==> config.mk <==
export PLATFORM = sky130hd
export DESIGN_NAME = text_line_band_segmenter
export DESIGN_NICKNAME = d
export VERILOG_FILES = /design/src/design/tlbs_pkg.sv /design/src/design/tlbs_fifo.sv /design/src/design/text_line_band_segmenter.sv
export SDC_FILE = /design/constraint.sdc
export NUM_CORES = 1
export LEC_CHECK = 0
export BUFFER_PORTS_ARGS = -buffer_cell sky130_fd_sc_hd__buf_2
export CAP_MARGIN = 25
export CORE_ASPECT_RATIO = 0.7
export CORE_MARGIN = 2
export CORE_UTILIZATION = 35
export DETAILED_ROUTE_END_ITERATION = 12
export PLACE_DENSITY = 0.48
export SETUP_SLACK_MARGIN = 0.02
export SYNTH_ARGS = -nofsm -noshare
export SYNTH_HDL_FRONTEND = slang
export SYNTH_HIERARCHICAL = 1
export SYNTH_SLANG_ARGS = --single-unit
export TNS_END_PERCENT = 30
==> constraint.sdc <==
create_clock -name clk_i -period 16.51 [get_ports clk_i]
set_input_delay 2.4765 -clock clk_i [delete_from_list [all_inputs] [get_ports clk_i]]
set_output_delay 2.4765 -clock clk_i [all_outputs]
set_load 0.005 [all_outputs]
==> src/design/tlbs_pkg.sv <==
`timescale 1ns / 1ps

package tlbs_pkg;

  localparam int unsigned PixW  = 8;
  localparam int unsigned ColW  = 12;
  localparam int unsigned RowW  = 12;
  localparam int unsigned ThrW  = 8;
  localparam int unsigned HalfW = 12;
  localparam int unsigned GapW  = 12;

  localparam int unsigned AddrW = 4;
  localparam int unsigned DataW = 32;

  localparam logic [ThrW-1:0]  ThrReset  = 8'd24;
  localparam logic [HalfW-1:0] HalfReset = 12'd200;
  localparam logic [GapW-1:0]  GapReset  = 12'd100;

  localparam int unsigned DefMaxWidth  = 4096;
  localparam int unsigned DefMaxHeight = 4096;

  // result queue, a power of two
  localparam int unsigned ResDepth = 4;
  localparam int unsigned PtrW     = $clog2(ResDepth);
  localparam int unsigned LvlW     = PtrW + 1;

  typedef enum logic [1:0] {
    RegInkThreshold    = 2'd0,
    RegWindowHalfWidth = 2'd1,
    RegMaxGapRows      = 2'd2
  } reg_idx_e;

  typedef struct packed {
    logic [RowW-1:0] first_row;
    logic [RowW-1:0] last_row;
    logic            last_of_run;
  } band_t;

endpackage

==> src/design/tlbs_fifo.sv <==
`timescale 1ns / 1ps

module tlbs_fifo (
  input  logic                      clk_i,
  input  logic                      rst_ni,
  input  logic [1:0]                push_n_i,
  input  tlbs_pkg::band_t           push0_i,
  input  tlbs_pkg::band_t           push1_i,
  input  logic                      pop_i,
  output tlbs_pkg::band_t           head_o,
  output logic [tlbs_pkg::LvlW-1:0] level_o
);

  tlbs_pkg::band_t mem_q [tlbs_pkg::ResDepth];

  logic [tlbs_pkg::PtrW-1:0] wr_ptr_q, wr_ptr_d, rd_ptr_q, rd_ptr_d;
  logic [tlbs_pkg::PtrW-1:0] wr_ptr_nxt;
  logic [tlbs_pkg::LvlW-1:0] level_q, level_d;
  logic                      pop;

  assign pop        = pop_i && (level_q != '0);
  assign wr_ptr_nxt = wr_ptr_q + 1'b1;

  always_comb begin
    wr_ptr_d = wr_ptr_q + tlbs_pkg::PtrW'(push_n_i);
    rd_ptr_d = rd_ptr_q + tlbs_pkg::PtrW'(pop);
    level_d  = level_q + tlbs_pkg::LvlW'(push_n_i) - tlbs_pkg::LvlW'(pop);
  end

  always_ff @(posedge clk_i or negedge rst_ni) begin
    if (!rst_ni) begin
      wr_ptr_q <= '0;
      rd_ptr_q <= '0;
      level_q  <= '0;
    end else begin
      wr_ptr_q <= wr_ptr_d;
      rd_ptr_q <= rd_ptr_d;
      level_q  <= level_d;
    end
  end

  always_ff @(posedge clk_i) begin
    if (push_n_i != 2'd0) begin
      mem_q[wr_ptr_q] <= push0_i;
    end
    if (push_n_i == 2'd2) begin
      mem_q[wr_ptr_nxt] <= push1_i;
    end
  end

  assign head_o  = mem_q[rd_ptr_q];
  assign level_o = level_q;

  a_level_bound: assert property (@(posedge clk_i) disable iff (!rst_ni)
    level_q <= tlbs_pkg::LvlW'(tlbs_pkg::ResDepth))
    else $error("result queue level above depth");

  a_ptr_gap: assert property (@(posedge clk_i) disable iff (!rst_ni)
    tlbs_pkg::PtrW'(wr_ptr_q - rd_ptr_q) == tlbs_pkg::PtrW'(level_q))
    else $error("result queue pointers disagree with level");

endmodule

==> src/design/text_line_band_segmenter.sv <==
`timescale 1ns / 1ps

// Text line band segmenter: takes one grayscale pixel per clock in raster order and
// reports each text-line band as a (first row, last row) word. A pixel word is
// registered on entry and judged from that register; per-row ink flags run
// alongside, so a new pixel is taken every cycle. Band words made by the row-end
// pixel that finishes them pass the input word register and wait in a four-entry
// queue, so output stalls only hold up the input once a row end finds fewer free
// entries than the words it makes (at most two, on the last row of an image).
// Registers sit at APB byte addresses 0x0 ink threshold, 0x4 window half width and
// 0x8 max gap rows; write them only while the block is idle.
module text_line_band_segmenter #(
  parameter int unsigned MAX_WIDTH  = tlbs_pkg::DefMaxWidth,
  parameter int unsigned MAX_HEIGHT = tlbs_pkg::DefMaxHeight
) (
  input  logic                        clk_i,
  input  logic                        rst_ni,
  input  logic                        psel,
  input  logic                        penable,
  input  logic                        pwrite,
  input  logic [tlbs_pkg::AddrW-1:0]  paddr,
  input  logic [tlbs_pkg::DataW-1:0]  pwdata,
  output logic [tlbs_pkg::DataW-1:0]  prdata,
  output logic                        pready,
  input  logic                        in_valid_i,
  output logic                        in_ready_o,
  input  logic [tlbs_pkg::PixW-1:0]   pixel_i,
  input  logic                        row_end_i,
  input  logic                        image_end_i,
  output logic                        out_valid_o,
  input  logic                        out_ready_i,
  output logic [tlbs_pkg::RowW-1:0]   band_first_row_o,
  output logic [tlbs_pkg::RowW-1:0]   band_last_row_o,
  output logic                        last_of_run_o
);

  localparam int unsigned ColCapInt = (MAX_WIDTH > 4096) ? 4095 : MAX_WIDTH - 1;
  localparam int unsigned RowCapInt = (MAX_HEIGHT > 4096) ? 4095 : MAX_HEIGHT - 1;
  localparam logic [tlbs_pkg::ColW-1:0] ColCap = tlbs_pkg::ColW'(ColCapInt);
  localparam logic [tlbs_pkg::RowW-1:0] RowCap = tlbs_pkg::RowW'(RowCapInt);

  typedef struct packed {
    logic [tlbs_pkg::ColW-1:0] col;
    logic [tlbs_pkg::RowW-1:0] row;
    logic                      open;
    logic [tlbs_pkg::RowW-1:0] start;
    logic [tlbs_pkg::RowW-1:0] last_ink;
    logic [tlbs_pkg::ColW-1:0] win_lo;
    logic [tlbs_pkg::ColW-1:0] win_hi;
    logic [tlbs_pkg::ColW-1:0] first_ink;
    logic                      any_ink;
    logic                      win_ink;
  } seg_state_t;

  // configuration registers
  logic [tlbs_pkg::ThrW-1:0]  thr_q;
  logic [tlbs_pkg::HalfW-1:0] half_q;
  logic [tlbs_pkg::GapW-1:0]  gap_q;
  logic                       cfg_wr;
  tlbs_pkg::reg_idx_e         cfg_idx;

  assign pready  = 1'b1;
  assign cfg_wr  = psel && penable && pwrite;
  assign cfg_idx = tlbs_pkg::reg_idx_e'(paddr[3:2]);

  always_ff @(posedge clk_i or negedge rst_ni) begin
    if (!rst_ni) begin
      thr_q  <= tlbs_pkg::ThrReset;
      half_q <= tlbs_pkg::HalfReset;
      gap_q  <= tlbs_pkg::GapReset;
    end else if (cfg_wr) begin
      case (cfg_idx)
        tlbs_pkg::RegInkThreshold:    thr_q  <= pwdata[tlbs_pkg::ThrW-1:0];
        tlbs_pkg::RegWindowHalfWidth: half_q <= pwdata[tlbs_pkg::HalfW-1:0];
        tlbs_pkg::RegMaxGapRows:      gap_q  <= pwdata[tlbs_pkg::GapW-1:0];
        default: ;
      endcase
    end
  end

  always_comb begin
    case (cfg_idx)
      tlbs_pkg::RegInkThreshold:    prdata = tlbs_pkg::DataW'(thr_q);
      tlbs_pkg::RegWindowHalfWidth: prdata = tlbs_pkg::DataW'(half_q);
      tlbs_pkg::RegMaxGapRows:      prdata = tlbs_pkg::DataW'(gap_q);
      default:                      prdata = '0;
    endcase
  end

  // input word register
  logic                      in_valid_q, in_valid_d;
  logic [tlbs_pkg::PixW-1:0] pix_q;
  logic                      row_end_q, img_end_q;
  logic                      fire;

  assign in_ready_o = !in_valid_q || fire;
  assign in_valid_d = (in_valid_i && in_ready_o) || (in_valid_q && !fire);

  always_ff @(posedge clk_i or negedge rst_ni) begin
    if (!rst_ni) begin
      in_valid_q <= 1'b0;
    end else begin
      in_valid_q <= in_valid_d;
    end
  end

  always_ff @(posedge clk_i) begin
    if (in_valid_i && in_ready_o) begin
      pix_q     <= pixel_i;
      row_end_q <= row_end_i;
      img_end_q <= image_end_i;
    end
  end

  // row judgment
  seg_state_t                st_q, st_d;
  logic                      ink, in_win, any_n, win_ink_n, row_done;
  logic [tlbs_pkg::ColW-1:0] first_n, lo, hi;
  logic [tlbs_pkg::ColW:0]   hi_sum;
  logic [tlbs_pkg::RowW-1:0] gap, row_prev;
  logic                      close, still_open, open_new, emit_end;
  logic [1:0]                push_n;
  tlbs_pkg::band_t           res0, res1, head;
  logic [tlbs_pkg::LvlW-1:0] level, free;

  always_comb begin
    ink       = pix_q > thr_q;
    in_win    = (st_q.col >= st_q.win_lo) && (st_q.col <= st_q.win_hi);
    any_n     = st_q.any_ink || ink;
    first_n   = st_q.any_ink ? st_q.first_ink : st_q.col;
    win_ink_n = st_q.win_ink || (ink && st_q.open && in_win);
    row_done  = row_end_q || img_end_q;

    gap      = st_q.row - st_q.last_ink;
    row_prev = st_q.row - 1'b1;

    close      = row_done && st_q.open && !win_ink_n && (!any_n || (gap > gap_q));
    still_open = st_q.open && !close;
    open_new   = row_done && !still_open && any_n;
    emit_end   = img_end_q && (still_open || open_new);

    lo     = (first_n >= half_q) ? first_n - half_q : '0;
    hi_sum = {1'b0, first_n} + {1'b0, half_q};
    hi     = (hi_sum > {1'b0, st_q.col}) ? st_q.col : hi_sum[tlbs_pkg::ColW-1:0];

    // closed band first, then the band left open at image end
    res0 = '0;
    res1 = '0;
    if (close) begin
      res0.first_row   = st_q.start;
      res0.last_row    = row_prev;
      res0.last_of_run = !emit_end;
      res1.first_row   = st_q.row;
      res1.last_row    = st_q.row;
      res1.last_of_run = 1'b1;
    end else begin
      res0.first_row   = open_new ? st_q.row : st_q.start;
      res0.last_row    = st_q.row;
      res0.last_of_run = 1'b1;
    end
    push_n = {1'b0, close} + {1'b0, emit_end};

    free = tlbs_pkg::LvlW'(tlbs_pkg::ResDepth) - level;
    fire = in_valid_q && (tlbs_pkg::LvlW'(push_n) <= free);

    st_d = st_q;
    if (fire) begin
      if (!row_done) begin
        st_d.col       = (st_q.col < ColCap) ? st_q.col + 1'b1 : ColCap;
        st_d.any_ink   = any_n;
        st_d.first_ink = first_n;
        st_d.win_ink   = win_ink_n;
      end else begin
        if (st_q.open && win_ink_n) begin
          st_d.last_ink = st_q.row;
        end
        if (close) begin
          st_d.open = 1'b0;
        end
        if (open_new) begin
          st_d.start    = st_q.row;
          st_d.last_ink = st_q.row;
          st_d.win_lo   = lo;
          st_d.win_hi   = hi;
          st_d.open     = 1'b1;
        end
        if (img_end_q) begin
          st_d = '0;
        end else begin
          st_d.row       = (st_q.row < RowCap) ? st_q.row + 1'b1 : RowCap;
          st_d.col       = '0;
          st_d.first_ink = '0;
          st_d.any_ink   = 1'b0;
          st_d.win_ink   = 1'b0;
        end
      end
    end
  end

  always_ff @(posedge clk_i or negedge rst_ni) begin
    if (!rst_ni) begin
      st_q <= '0;
    end else begin
      st_q <= st_d;
    end
  end

  tlbs_fifo u_res_fifo (
    .clk_i    (clk_i),
    .rst_ni   (rst_ni),
    .push_n_i (fire ? push_n : 2'd0),
    .push0_i  (res0),
    .push1_i  (res1),
    .pop_i    (out_ready_i),
    .head_o   (head),
    .level_o  (level)
  );

  assign out_valid_o      = level != '0;
  assign band_first_row_o = head.first_row;
  assign band_last_row_o  = head.last_row;
  assign last_of_run_o    = head.last_of_run;

  a_img_end_clears: assert property (@(posedge clk_i) disable iff (!rst_ni)
    fire && img_end_q |=> !st_q.open && (st_q.row == '0) && (st_q.col == '0))
    else $error("state not cleared after image end");

  a_pair_queued: assert property (@(posedge clk_i) disable iff (!rst_ni)
    out_valid_o && !last_of_run_o |-> level >= tlbs_pkg::LvlW'(2))
    else $error("first word of a pair without its partner queued");

  a_row_held: assert property (@(posedge clk_i) disable iff (!rst_ni)
    fire && !row_end_q && !img_end_q |=> $stable(st_q.row) && $stable(st_q.open))
    else $error("row or band state moved inside a row");

  a_no_word_mid_row: assert property (@(posedge clk_i) disable iff (!rst_ni)
    in_valid_q && !row_end_q && !img_end_q |-> push_n == 2'd0)
    else $error("band word made by a pixel that ends no row");

endmodule

### Word level (Yosys, flattened, before mapping)

Memory sizes are Yosys's and may differ from the RTL's.
Index checks and enable logic that the tools add are counted.

* memory bits (writable): 100
* bits in registers: 137
* memories: 1
* logic and storage cells: 111

Memory list
* u_res_fifo.mem_q: depth 4, width 25, rd ports 1, clocked after Yosys merged registers in 0, write ports 2, line tlbs_fifo.sv:14 `tlbs_pkg::band_t mem_q [tlbs_pkg::ResDepth];`

* $lt $le $gt $ge: 9
* add/subtract/negate cells: 13
* equal/unequal tests: 3
* mux-type cells: 21
* reduce and logical (&&, ||, !) cells: 44

Operators by type and width (count)
* 12-bit 2-to-1 mux: 9
* 49-bit 2-to-1 mux: 2
* 25-bit 2-to-1 mux: 2
* 12-bit case mux with 3 select lines: 1
* 12-bit by 1-bit adder with 12-bit output, second input constant: 2
* 12-bit greater-or-equal comparator: 2
* 12-bit < comparator, second input constant: 2
* 12-bit subtractor: 2
* 1-bit logical AND: 17
* 14-bit 2-to-1 mux: 1
* 12-bit by 12-bit adder with 13-bit output: 1
* 13-bit by 12-bit > comparator with 1-bit output: 1
* 12-bit > comparator: 1
* 12-bit less-or-equal comparator: 1
* 12-bit by 1-bit subtractor with 12-bit output, second input constant: 1
* 3-bit AND reduction: 3
* 3-bit nonzero test: 3
* 8-bit > comparator: 1
* 2-bit AND reduction: 4
* 1-bit logical NOT: 7
* 1-bit logical OR: 7
* 1-bit 2-to-1 mux: 5
* 2-bit equality test, second input constant: 2
* 2-bit nonzero test: 2
* other kinds (11): 11

### Longest topological paths before layout

Gate-level depths: netlist (run 1).

* depth in word-level cells: 21
* depth in mapped cells: 35
* gate-level depth less buffers: 30

### Modules after synthesis

Netlist (run 1), hierarchy kept.

Modules (own cells, without submodules)
* text_line_band_segmenter: times used 1, cells each 1045, area an instance 9437.8 sq um
* tlbs_fifo: times used 1, cells each 281, area an instance 5261.3 sq um

### Worst setup path before layout (run 1)

No wires, ideal clock.

* path type: reg-to-reg
* from: reg st_q[63] in the netlist's numbering
* to: mem u_res_fifo/mem_q[0][0] in the netlist's numbering (enable)
* setup slack: 8255 ps
* arrival: 7810 ps
* buffers on the path: 4
* clock period less this slack: 8255 ps
* cell stages (with the launch flop): 31
* cell sequence: dfrtp_1 > inv_1 > ha_1 > inv_1 > fa_1 > a21o_1 > a21oi_1 > o21bai_1 > a21oi_1 > o21ai_0 > a21o_1 > a21oi_1 > xnor2_1 > ha_1 > nand2_1 > o21ai_0 > nor2b_1 > o32ai_1 > and4_1 > clkbuf_1 > clkbuf_1 > ha_1 > ha_1 > nor2b_1 > o211ai_1 > nand2_1 > clkbuf_1 > buf_1 > nor2_1 > nor2_1 > o31ai_1

RTL lines
* from (decl): line text_line_band_segmenter.sv:116 `seg_state_t st_q, st_d;`
* from (signal assigned): line text_line_band_segmenter.sv:204 `st_q <= st_d;`
* to (decl): line tlbs_fifo.sv:14

### Final worst setup path (run 1)

* from: reg st_q[63] in the netlist's numbering
* to: out in_ready_o

* longest elaborated chain between the ends: 15

Ends and longest elaborated chain
* 12-bit subtractor *: line text_line_band_segmenter.sv:134 `gap = st_q.row - st_q.last_ink;`
* 12-bit > comparator *: line text_line_band_segmenter.sv:137 `close = row_done && st_q.open && !win_ink_n && (!any_n || (gap > gap_q));`
* 1-bit logical OR *: line text_line_band_segmenter.sv:137
* 1-bit logical AND *: line text_line_band_segmenter.sv:137
* 1-bit logical NOT: line text_line_band_segmenter.sv:138 `still_open = st_q.open && !close;`
* 1-bit logical AND: line text_line_band_segmenter.sv:138
* 1-bit logical NOT: line text_line_band_segmenter.sv:139 `open_new = row_done && !still_open && any_n;`
* 1-bit logical AND (2 in a row): line text_line_band_segmenter.sv:139
* 1-bit logical OR: line text_line_band_segmenter.sv:140 `emit_end = img_end_q && (still_open || open_new);`
* 1-bit logical AND: line text_line_band_segmenter.sv:140
* 1-bit by 1-bit adder with 2-bit output *: line text_line_band_segmenter.sv:161 `push_n = {1'b0, close} + {1'b0, emit_end};`
* 2-bit by 3-bit less-or-equal comparator with 1-bit output *: line text_line_band_segmenter.sv:164 `fire = in_valid_q && (tlbs_pkg::LvlW'(push_n) <= free);`
* 1-bit logical AND *: line text_line_band_segmenter.sv:164
* 1-bit logical OR *: line text_line_band_segmenter.sv:96 `assign in_ready_o = !in_valid_q || fire;`
* to (decl): line text_line_band_segmenter.sv:26 `output logic in_ready_o,`

Mark *: on every way between the ends. The rest lies on a longest branch, timed or not.

==> results of run 1 <==
-- synth_stat cells (8+ instances only) --
cell type,instances
ha_1,103
a21o_1,9
mux2_2,126
mux4_2,25
buf_4,27
nand3_1,21
inv_1,105
nand4_1,13
a31oi_1,13
nand2b_1,18
a21oi_1,70
dfstp_2,8
o22a_1,8
nor2b_1,14
xnor2_1,39
edfxtp_1,110
nor2_1,47
clkbuf_1,43
buf_2,12
nand2_1,92
mux2i_1,34
o21bai_1,8
o2bb2ai_1,11
nor3_1,19
o21ai_0,67
a22o_1,27
and2_1,16
dfrtp_1,119
buf_1,9
-- report_power, final --
part	switching [mW]	leakage, nW	internal, mW
clock network	0.248	0.433	0.354
registers	0.0875	2.69	0.817
logic	0.823	3.76	0.581
total	1.16	6.88	1.75
-- state kept, by name (all words and copies together) (netlist names), 3 cells and up --
register            count
gap_q                  12
half_q                 12
pix_q                   8
st_q                   87
thr_q                   8
u_res_fifo/level_o      3
u_res_fifo/mem_q      100
-- worst register-to-register path: cells and delay by family (launching register included) --
kind            cells  cell delay (ns)
xor+xnor            1             0.10
buf+inv             4             0.85
compound gates     12             2.97
fa+ha+maj           5             1.35
simple gates        8             2.52
flops               1             0.50
-- worst max path at each step --
stage | startpoint | end | cells past startpoint
after floorplan | st_q[63] | u_res_fifo/mem_q[0][0] | 30
after global placement | st_q[63] | in_ready_o | 26
after detailed placement | st_q[63] | in_ready_o | 26
after CTS | st_q[63] | in_ready_o | 26
after global routing | st_q[63] | in_ready_o | 26
final | st_q[63] | in_ready_o | 26
-- metal layers --
layer	GRT usage, %	wire length (um)
met1	29.8	22000
met2	24.7	15200
met3	2.12	1350
met4	2.68	496
met5	0	0
-- cell families (layout without fill, tap and decap cells) --
kind of cell,count (synthesis),after routing,synth area share (%)
compound gates,271,271,12.2
xor+xnor,45,45,2.68
fa+ha+maj,107,107,9.31
buf+inv,202,247,6.21
flops,237,237,44.2
mux,187,187,16.0
other cells,2,21,0.0511
simple gates,275,275,9.44
-- final cells by class --
type / instances / area [um2] / share of cell area [%]
clock buffers: 34 / 722 / 4.40
clock inverters: 15 / 145 / 0.884
inverters: 105 / 394 / 2.40
multi-input cells: 906 / 7410 / 45.2
flip-flops and latches: 237 / 6490 / 39.6
well taps: 544 / 681 / 4.15
repair buffers: 93 / 564 / 3.44
==> run_results.csv, run 1 <==
group,metric,value,unit
run_status,status,"finished, final reports clean",
yosys,avgSynthCellArea,11.1,um2
setup_path,reg2reg_from,"st_q[63]",
global_routing,grt_overflow_total,0,
yosys,ys_types,75,
finish,fillers,4002,
placed_design,place_ws,7.92,ns
cts,cts_max_path_buffers,3,
timing,period_share,55.5,%
timing,setup_tns,0,ns
yosys,ys_ff_latch,237,
cts,insertion_delay,0.55,ns
setup_path,startpoint_type,"flop",
yosys,yosysWarningCount,6,
route,drcViolationCount,0,
worst_hold_path,hold_class,"reg -> reg",
floorplanning,rows,62,
yosys,synth_top_area_cell,"edfxtp_1",
finish,antenna_cells,0,
yosys,synth.area.top_cells,"edfxtp_1 22%, dfrtp_1 20%, mux2_2 9.7%, ha_1 8.8%, mux4_2 3.8%",
cts,cts_tree,"yes",
setup_path,r2r-end,"st_q[29]",
cts,htreeDepth,1,
timing,worst_slew_pin_slew,0.964,ns
setup_path,crit_slowest_cell,"o32ai_1",
route,ant_nets,0,
cts,clock_sinks,237,
placed_design,hpwlAfterDp,27.1,mm
setup_path,r2r_slack,8.13,ns
finish,syn2layout_area_growth,11.7,%
timing,final.setup.worst_slack,7.34,ns
global_routing,grt_pass1_vias,9914,
global_routing,grt_max_degree,79,
cts,post_cts_buffers,0,
placed_design,dpl_cell_area,15500,um2
floorplanning,dieArea,43700,um2
power_and_ir_drop,power,2.91,mW
yosys,seq_area_frac_synth,44.2,%
yosys,syn_inst,1326,
finish,final_util,39.8,%
global_routing,antenna_found_initial,0,
setup_path,crit_required,14.03,ns
timing,slew_headroom,35.7,%
timing,clock_skew,0.0154,ns
cts,post_cts_resize_count,0,
job,drv_cap,0,
setup_path,worstPathArrival,6.69,ns
setup_path,cp_max_fo,29,
yosys,netlist_area,14700,um2
cts,cts.clk_slew.worst_paths,0.06,ns
global_routing,grt_usage,18.0,%
timing,period_minus_slack,9.17,ns
floorplanning,start_util,35.7,%
setup_path,path_common_cell,"ha_1",
route,first_pass_iters,5,
timing,setup_violations,0,
setup_path,reg2reg_depth,30,
placed_design,port_buffers,69,
yosys,postSynth.asyncResetShare,53.6,%
global_routing,grt_pass1_wl,60.9,mm
route,routedWlPerCell,20.2,um
worst_hold_path,worstHoldEndpoint,"st_q[2]",
route,avgViaCountPerCell,5.26,
yosys,synth_edf_count,110,
floorplanning,coreArea,41200,um2
timing,max_clock_freq,109,MHz
setup_path,crit_type,"reg -> out",
setup_path,endpoint_kind,"primary output",
power_and_ir_drop,power_density,177,nW/um2
floorplanning,ioPinCount,113,
finish,nNetsFinal,1530,
floorplanning,die_w,249,um
finish,final_cell_mix,"126 x mux2_2, 118 x dfrtp_1, 110 x edfxtp_1",
cts,numCtsBuffers,27,
route,dr_total_vias,10173,
yosys,synth_ff_type,"dfrtp_1",
timing,rsz0062_at_grt,"false",
route,routed_wl,39.1,mm
timing,holdWs,0.481,ns
timing,hold_viol_final,0,
cts,clockRootBuffer,"clkbuf_16",
finish,layout_commonest_cell,"mux2_2",
finish,final_area,16400,um2
cts,cts-hold-fix-buffers,0,
power_and_ir_drop,cellLeakagePower,6.88,nW
finish,layout.cells.non_filler,1934,
route,drtIter0Drc,716,
power_and_ir_drop,peakVddDrop,0.103,mV
finish,drive_gt1_share,22.5,%
worst_hold_path,min_from,"st_q[2]",
setup_path,worst-path-buf-inv,5,
placed_design,placedCellCount,1883,
placed_design,place_congestion,0.848,
yosys,yosysTopAreaCellShare,22.5,%
worst_hold_path,min_path_cells,2,
setup_path,cp_top_family,"compound AO/OA/AOI/OAI gates",
timing,drv_slew,0,
floorplanning,die_h,175,um
setup_path,critPathMaxStageDelay,0.75,ns
Note: power is estimated with default switching activity, not from simulation.
==> run 2: changes to the inputs <==
--- a/config.mk
+++ b/config.mk
@@ -5,6 +5,7 @@
 export SDC_FILE = /design/constraint.sdc
 export NUM_CORES = 1
 export LEC_CHECK = 0
+export ABC_AREA = 1
 export BUFFER_PORTS_ARGS = -buffer_cell sky130_fd_sc_hd__buf_2
 export CAP_MARGIN = 25
 export CORE_ASPECT_RATIO = 0.7
==> constraint.sdc (replaced) <==
create_clock -name clk_i -period 9.2 [get_ports clk_i]
set_input_delay 1.38 -clock clk_i [delete_from_list [all_inputs] [get_ports clk_i]]
set_output_delay 1.38 -clock clk_i [all_outputs]
set_load 0.005 [all_outputs]
==> run 2 against run 1 <==
  * Wire length increased by 5.1%
  * Final cell count increased by 28%
  * Non-clock buffer count decreased by 15
  * Hold slack got worse by 0.0035 ns
  * Via count increased by 19%
  * Setup slack got worse by 5.9 ns
  * Power increased by 92%
==> run_results.csv, run 2 <==
group,metric,value,unit
run_status,status,"finished, final reports clean",
finish,antenna_cells,0,
finish,reg_top3,"u_res_fifo/mem_q x100, st_q x87",
global_routing,grt_pass1_wl,65.9,mm
finish,top_register,"u_res_fifo/mem_q",
finish,nNetsFinal,2035,
yosys,syn_inst,1850,
finish,final_util,39.4,%
placed_design,hpwlAfterDp,29.3,mm
setup_path,crit_required,9.68,ns
yosys,yosysWarningCount,6,
route,dr_total_vias,12123,
timing,clock_skew,0.00886,ns
yosys,synth_ff_type,"dfrtp_1",
timing,setup_violations,0,
route,first_pass_iters,5,
timing,rsz0062_at_grt,"false",
yosys,synth_edf_count,110,
timing,slew_headroom,40.9,%
placed_design,place_congestion,0.847,
cts,cts.clk_slew.worst_paths,0.06,ns
yosys,ys_types,54,
placed_design,port_buffers,69,
finish,layout.cells.non_filler,2482,
power_and_ir_drop,cellLeakagePower,7.51,nW
cts,cts-hold-fix-buffers,0,
yosys,yosysTopAreaCellShare,21.7,%
cts,clock_sinks,237,
yosys,netlist_area,15200,um2
global_routing,grt_usage,18.6,%
setup_path,cp_top_family,"simple AND/OR/NAND/NOR gates",
yosys,seq_area_frac_synth,42.6,%
route,routed_wl,41.0,mm
setup_path,crit_slowest_cell,"inv_1",
finish,layout_commonest_cell,"nand2_1",
floorplanning,start_util,35.7,%
timing,hold_viol_final,0,
yosys,synth_most_common_cell,"nand2_1",
floorplanning,coreArea,42600,um2
finish,largest_reg_flops,100,
yosys,avgSynthCellArea,8.23,um2
route,drtIter0Drc,918,
timing,period_share,84.4,%
setup_path,r2r_slack,1.43,ns
timing,worst_slew_pin_slew,0.887,ns
cts,numCtsBuffers,28,
setup_path,worstPathArrival,8.24,ns
setup_path,cp_max_fo,22,
setup_path,critPathMaxStageDelay,0.58,ns
timing,period_minus_slack,7.77,ns
cts,post_cts_buffers,0,
power_and_ir_drop,peakVddDrop,0.155,mV
route,routedWlPerCell,16.5,um
setup_path,endpoint_kind,"flop",
finish,final_cell_mix,"400 x nand2_1, 246 x inv_1, 184 x o21ai_0",
global_routing,grt_pass1_vias,11539,
cts,htreeDepth,1,
power_and_ir_drop,power_density,332,nW/um2
route,avgViaCountPerCell,4.88,
cts,insertion_delay,0.56,ns
global_routing,grt_overflow_total,0,
route,drcViolationCount,0,
yosys,synthTopCellsByCount,"400 x nand2_1, 246 x inv_1, 185 x o21ai_0",
worst_hold_path,hold_class,"reg -> reg",
floorplanning,rows,63,
global_routing,grt_max_degree,73,
yosys,synth_top_area_cell,"edfxtp_1",
placed_design,dpl_cell_area,15800,um2
yosys,postSynth.asyncResetShare,53.6,%
floorplanning,die_h,179,um
yosys,ys_ff_latch,237,
floorplanning,dieArea,45200,um2
cts,post_cts_resize_count,0,
floorplanning,ioPinCount,113,
job,drv_cap,0,
placed_design,placedCellCount,2430,
finish,fillers,4335,
yosys,synth.area.top_cells,"edfxtp_1 22%, dfrtp_1 20%, nand2_1 9.9%, ha_1 8.5%, o21ai_0 6.1%",
cts,cts_tree,"yes",
finish,final_area,16800,um2
setup_path,startpoint_type,"flop",
setup_path,path_common_cell,"inv_1",
finish,drive_gt1_share,11.1,%
setup_path,worst-path-buf-inv,7,
cts,cts_max_path_buffers,3,
cts,clockRootBuffer,"clkbuf_16",
timing,setup_tns,0,ns
setup_path,crit_type,"reg -> reg",
floorplanning,die_w,253,um
route,ant_nets,0,
global_routing,antenna_found_initial,0,
timing,max_clock_freq,129,MHz
finish,syn2layout_area_growth,10.3,%
timing,drv_slew,0,
-- run 2: layout make-up --
class | count | area [um2] | area share, %
clock inverter | 16 | 179 | 1.07
clock buffer | 36 | 792 | 4.72
multi-input combinational | 1275 | 7220 | 43.0
sequential | 237 | 6490 | 38.7
inverter | 255 | 957 | 5.70
timing repair buffer | 78 | 419 | 2.50
tap | 585 | 732 | 4.36
-- run 2: worst reg2reg max path, delay by kind of cell (launching register included) --
kind,cells,cell delay (ns)
AOI/OAI and AO/OA,7,1.19
xor gates and xnor gates,1,0.15
adders and majority gates,5,1.45
buffers and inverters,7,1.60
DFF,1,0.43
and+or+nand+nor,14,2.86
-- run 2: stage by stage --
stage	setup WS, ns	hold WS [ns]	power, mW
floorplan	2.18	0.442	3.62
global placement	1.50	0.457	4.39
detailed placement	1.44	0.466	4.43
CTS	1.34	0.484	5.64
global route	0.644	0.499	6.11
finish	1.43	0.478	5.58
-- run 2: worst paths after layout --
path / end / depth (start not counted) / from
worst max-delay path: st_q[61] / 34 / st_q[63]
worst min-delay path: st_q[18] / 2 / st_q[18]
worst max register to register: st_q[61] / 34 / st_q[63]
worst min register to register: st_q[18] / 2 / st_q[18]
max in group asynchronous: u_res_fifo/rd_ptr_q[0] / 2 / rst_ni
min in group asynchronous: gap_q[7] / 1 / rst_ni
-- run 2: report_power, final --
part           internal (mW)  switching (mW)  total (mW)
Combinational          0.943            1.92        2.86
Clock                  0.716           0.466        1.18
Sequential              1.40           0.134        1.53
-- run 2: cell families after synthesis --
logic type,share of synthesized area (%)
AO/OA/AOI/OAI,16.8
XOR/XNOR,2.88
adder cells (fa/ha/maj),8.99
buffers and inverters,10.7
flip-flops,42.6
other,0.0493
AND/OR/NAND/NOR,17.9
-- run 2: metal layers --
| metal | vias to the layer above | GRT usage [%] | routed length, um |
|---|---|---|---|
| li1 | 6139 | - | - |
| met1 | 5750 | 29.5 | 22300 |
| met2 | 189 | 26.8 | 16700 |
| met3 | 45 | 2.32 | 1450 |
| met4 | 0 | 3.53 | 674 |
| met5 | - | 0 | 0 |
==> run 3: changes to the inputs <==
==> constraint.sdc (replaced) <==
create_clock -name clk_i -period 7.8 [get_ports clk_i]
set_input_delay 1.17 -clock clk_i [delete_from_list [all_inputs] [get_ports clk_i]]
set_output_delay 1.17 -clock clk_i [all_outputs]
set_load 0.005 [all_outputs]
==> run 3 against run 2 <==
  * Clock skew increased by 0.0067 ns
  * Sequential cell count unchanged
  * Sequential power increased by 18%
  * Die area unchanged
  * Sequential share of layout area increased by 0.18 points
  * Non-clock buffer count increased by 10
  * Setup slack got worse by 0.61 ns
  * Via count increased by 0.45%
  * Critical path type is now reg -> out
  * Clock power about the same
  * Power increased by 15%
==> run_results.csv, run 3 (synthesis results as in run 2) <==
group,metric,value,unit
finish,fillers,4411,
cts,htreeDepth,1,
finish,final_util,39.2,%
timing,setup_tns,0,ns
global_routing,grt_pass1_wl,65.4,mm
timing,max_clock_freq,143,MHz
power_and_ir_drop,power_density,385,nW/um2
setup_path,reg2reg_from,"st_q[63]",
floorplanning,die_w,253,um
route,routedWlPerCell,16.5,um
finish,multi_input_area,7220,um2
setup_path,cp_top_family,"adder cells",
finish,seqCellArea,6490,um2
route,ant_nets,0,
placed_design,place_ws,1.03,ns
timing,period_minus_slack,6.97,ns
timing,hold_viol_final,0,
job,drv_cap,0,
timing,rsz0062_at_grt,"false",
setup_path,critPathMaxStageDelay,0.43,ns
setup_path,startpoint_type,"flop",
worst_hold_path,worstHoldEndpoint,"st_q[24]",
setup_path,cp_max_fo,21,
setup_path,crit_type,"reg -> out",
worst_hold_path,hold_class,"reg -> reg",
timing,period_share,89.4,%
global_routing,grt_pass1_vias,11472,
setup_path,crit_start,"st_q[63]",
setup_path,path_common_cell,"ha_1",
finish,largest_reg_flops,100,
finish,reg_top3,"u_res_fifo/mem_q x100, st_q x87",
cts,cts-hold-fix-buffers,0,
finish,nNetsFinal,2045,
run_status,status,"finished, final reports clean",
finish,antenna_cells,0,
setup_path,worst-path-buf-inv,5,
cts,insertion_delay,0.57,ns
finish,drive_gt1_share,11.3,%
cts,clock_sinks,237,
worst_hold_path,min_path_cells,2,
timing,drv_slew,0,
timing,worst_slew_pin_slew,0.913,ns
route,drcViolationCount,0,
placed_design,port_buffers,69,
finish,final_cell_mix,"400 x nand2_1, 246 x inv_1, 184 x o21ai_0",
setup_path,endpoint_kind,"primary output",
global_routing,grt_max_degree,73,
power_and_ir_drop,cellLeakagePower,7.48,nW
timing,final.setup.worst_slack,0.827,ns
cts,post_cts_buffers,0,
setup_path,r2r-end,"u_res_fifo/mem_q[1][1]",
placed_design,place_congestion,0.838,
floorplanning,dieArea,45200,um2
cts,post_cts_resize_count,0,
finish,top_register,"u_res_fifo/mem_q",
floorplanning,start_util,35.7,%
global_routing,antenna_found_initial,0,
setup_path,crit_required,6.63,ns
cts,cts_tree,"yes",
global_routing,grt_usage,18.5,%
cts,clockRootBuffer,"clkbuf_16",
floorplanning,ioPinCount,113,
cts,cts_max_path_buffers,3,
placed_design,hpwlAfterDp,29.7,mm
timing,clock_skew,0.0155,ns
route,first_pass_iters,6,
setup_path,worstPathArrival,5.80,ns
setup_path,crit_slowest_cell,"dfrtp_1",
floorplanning,rows,63,
floorplanning,die_h,179,um
route,dr_total_vias,12178,
power_and_ir_drop,power,6.43,mW
timing,slew_headroom,39.1,%
timing,holdWs,0.480,ns
finish,layout_commonest_cell,"nand2_1",
global_routing,grt_overflow_total,0,
route,avgViaCountPerCell,4.89,
finish,syn2layout_area_growth,9.78,%
power_and_ir_drop,peakVddDrop,0.145,mV
route,drtIter0Drc,1005,
route,routed_wl,41.2,mm
setup_path,reg2reg_depth,33,
setup_path,r2r_slack,1.07,ns
timing,setup_violations,0,
floorplanning,coreArea,42600,um2
worst_hold_path,min_from,"st_q[24]",
cts,numCtsBuffers,28,
cts,cts.clk_slew.worst_paths,0.06,ns
[run 3: worst min-delay path: stages (launching register included)]
cell     delay [ns]
dfrtp_1        0.34
nand2_1        0.05
nand2_1        0.05
[run 3: worst max-delay path by stage]
stage / end / slack [ns] / depth (start not counted)
after CTS: in_ready_o / 0.80 / 29
after floorplan: u_res_fifo/mem_q[0][0] / 0.78 / 31
after global routing: in_ready_o / 0.39 / 28
after global placement: u_res_fifo/mem_q[1][1] / 1.08 / 34
final: in_ready_o / 0.83 / 28
after detailed placement: u_res_fifo/mem_q[1][1] / 1.03 / 33
[run 3: layout make-up]
type | instances | share of cell area, %
multi-input cells | 1275 | 43.2
flip-flops and latches | 237 | 38.8
inverters | 255 | 5.73
well taps | 585 | 4.38
clock buffers | 36 | 4.37
repair buffers | 88 | 2.96
clock inverters | 16 | 0.531
[run 3: metal layers]
metal  share of wire [%]  GRT usage, %  wire length (um)  up-vias
li1                    -             -                 -     6150
met5                   0             0                 0        -
met2                  40          26.4             16400      231
met3                 4.9          2.52              2020       39
met4                 1.7          3.43               682        0
met1                  54          29.4             22100     5758
[run 3: power by group]
part           switching, mW  total [mW]  internal, mW
Sequential             0.159        1.81          1.65
Combinational           2.27        3.41          1.14
Clock                  0.546        1.21         0.660
Total                   2.98        6.43          3.45
[run 3: through the flow]
step / std cells / area (um2)
finish: 2492 / 16700
CTS: 2492 / 16700
global placement: 2440 / 15900
global route: 2492 / 16700
detailed placement: 2440 / 15900
floorplan: 1869 / 15300
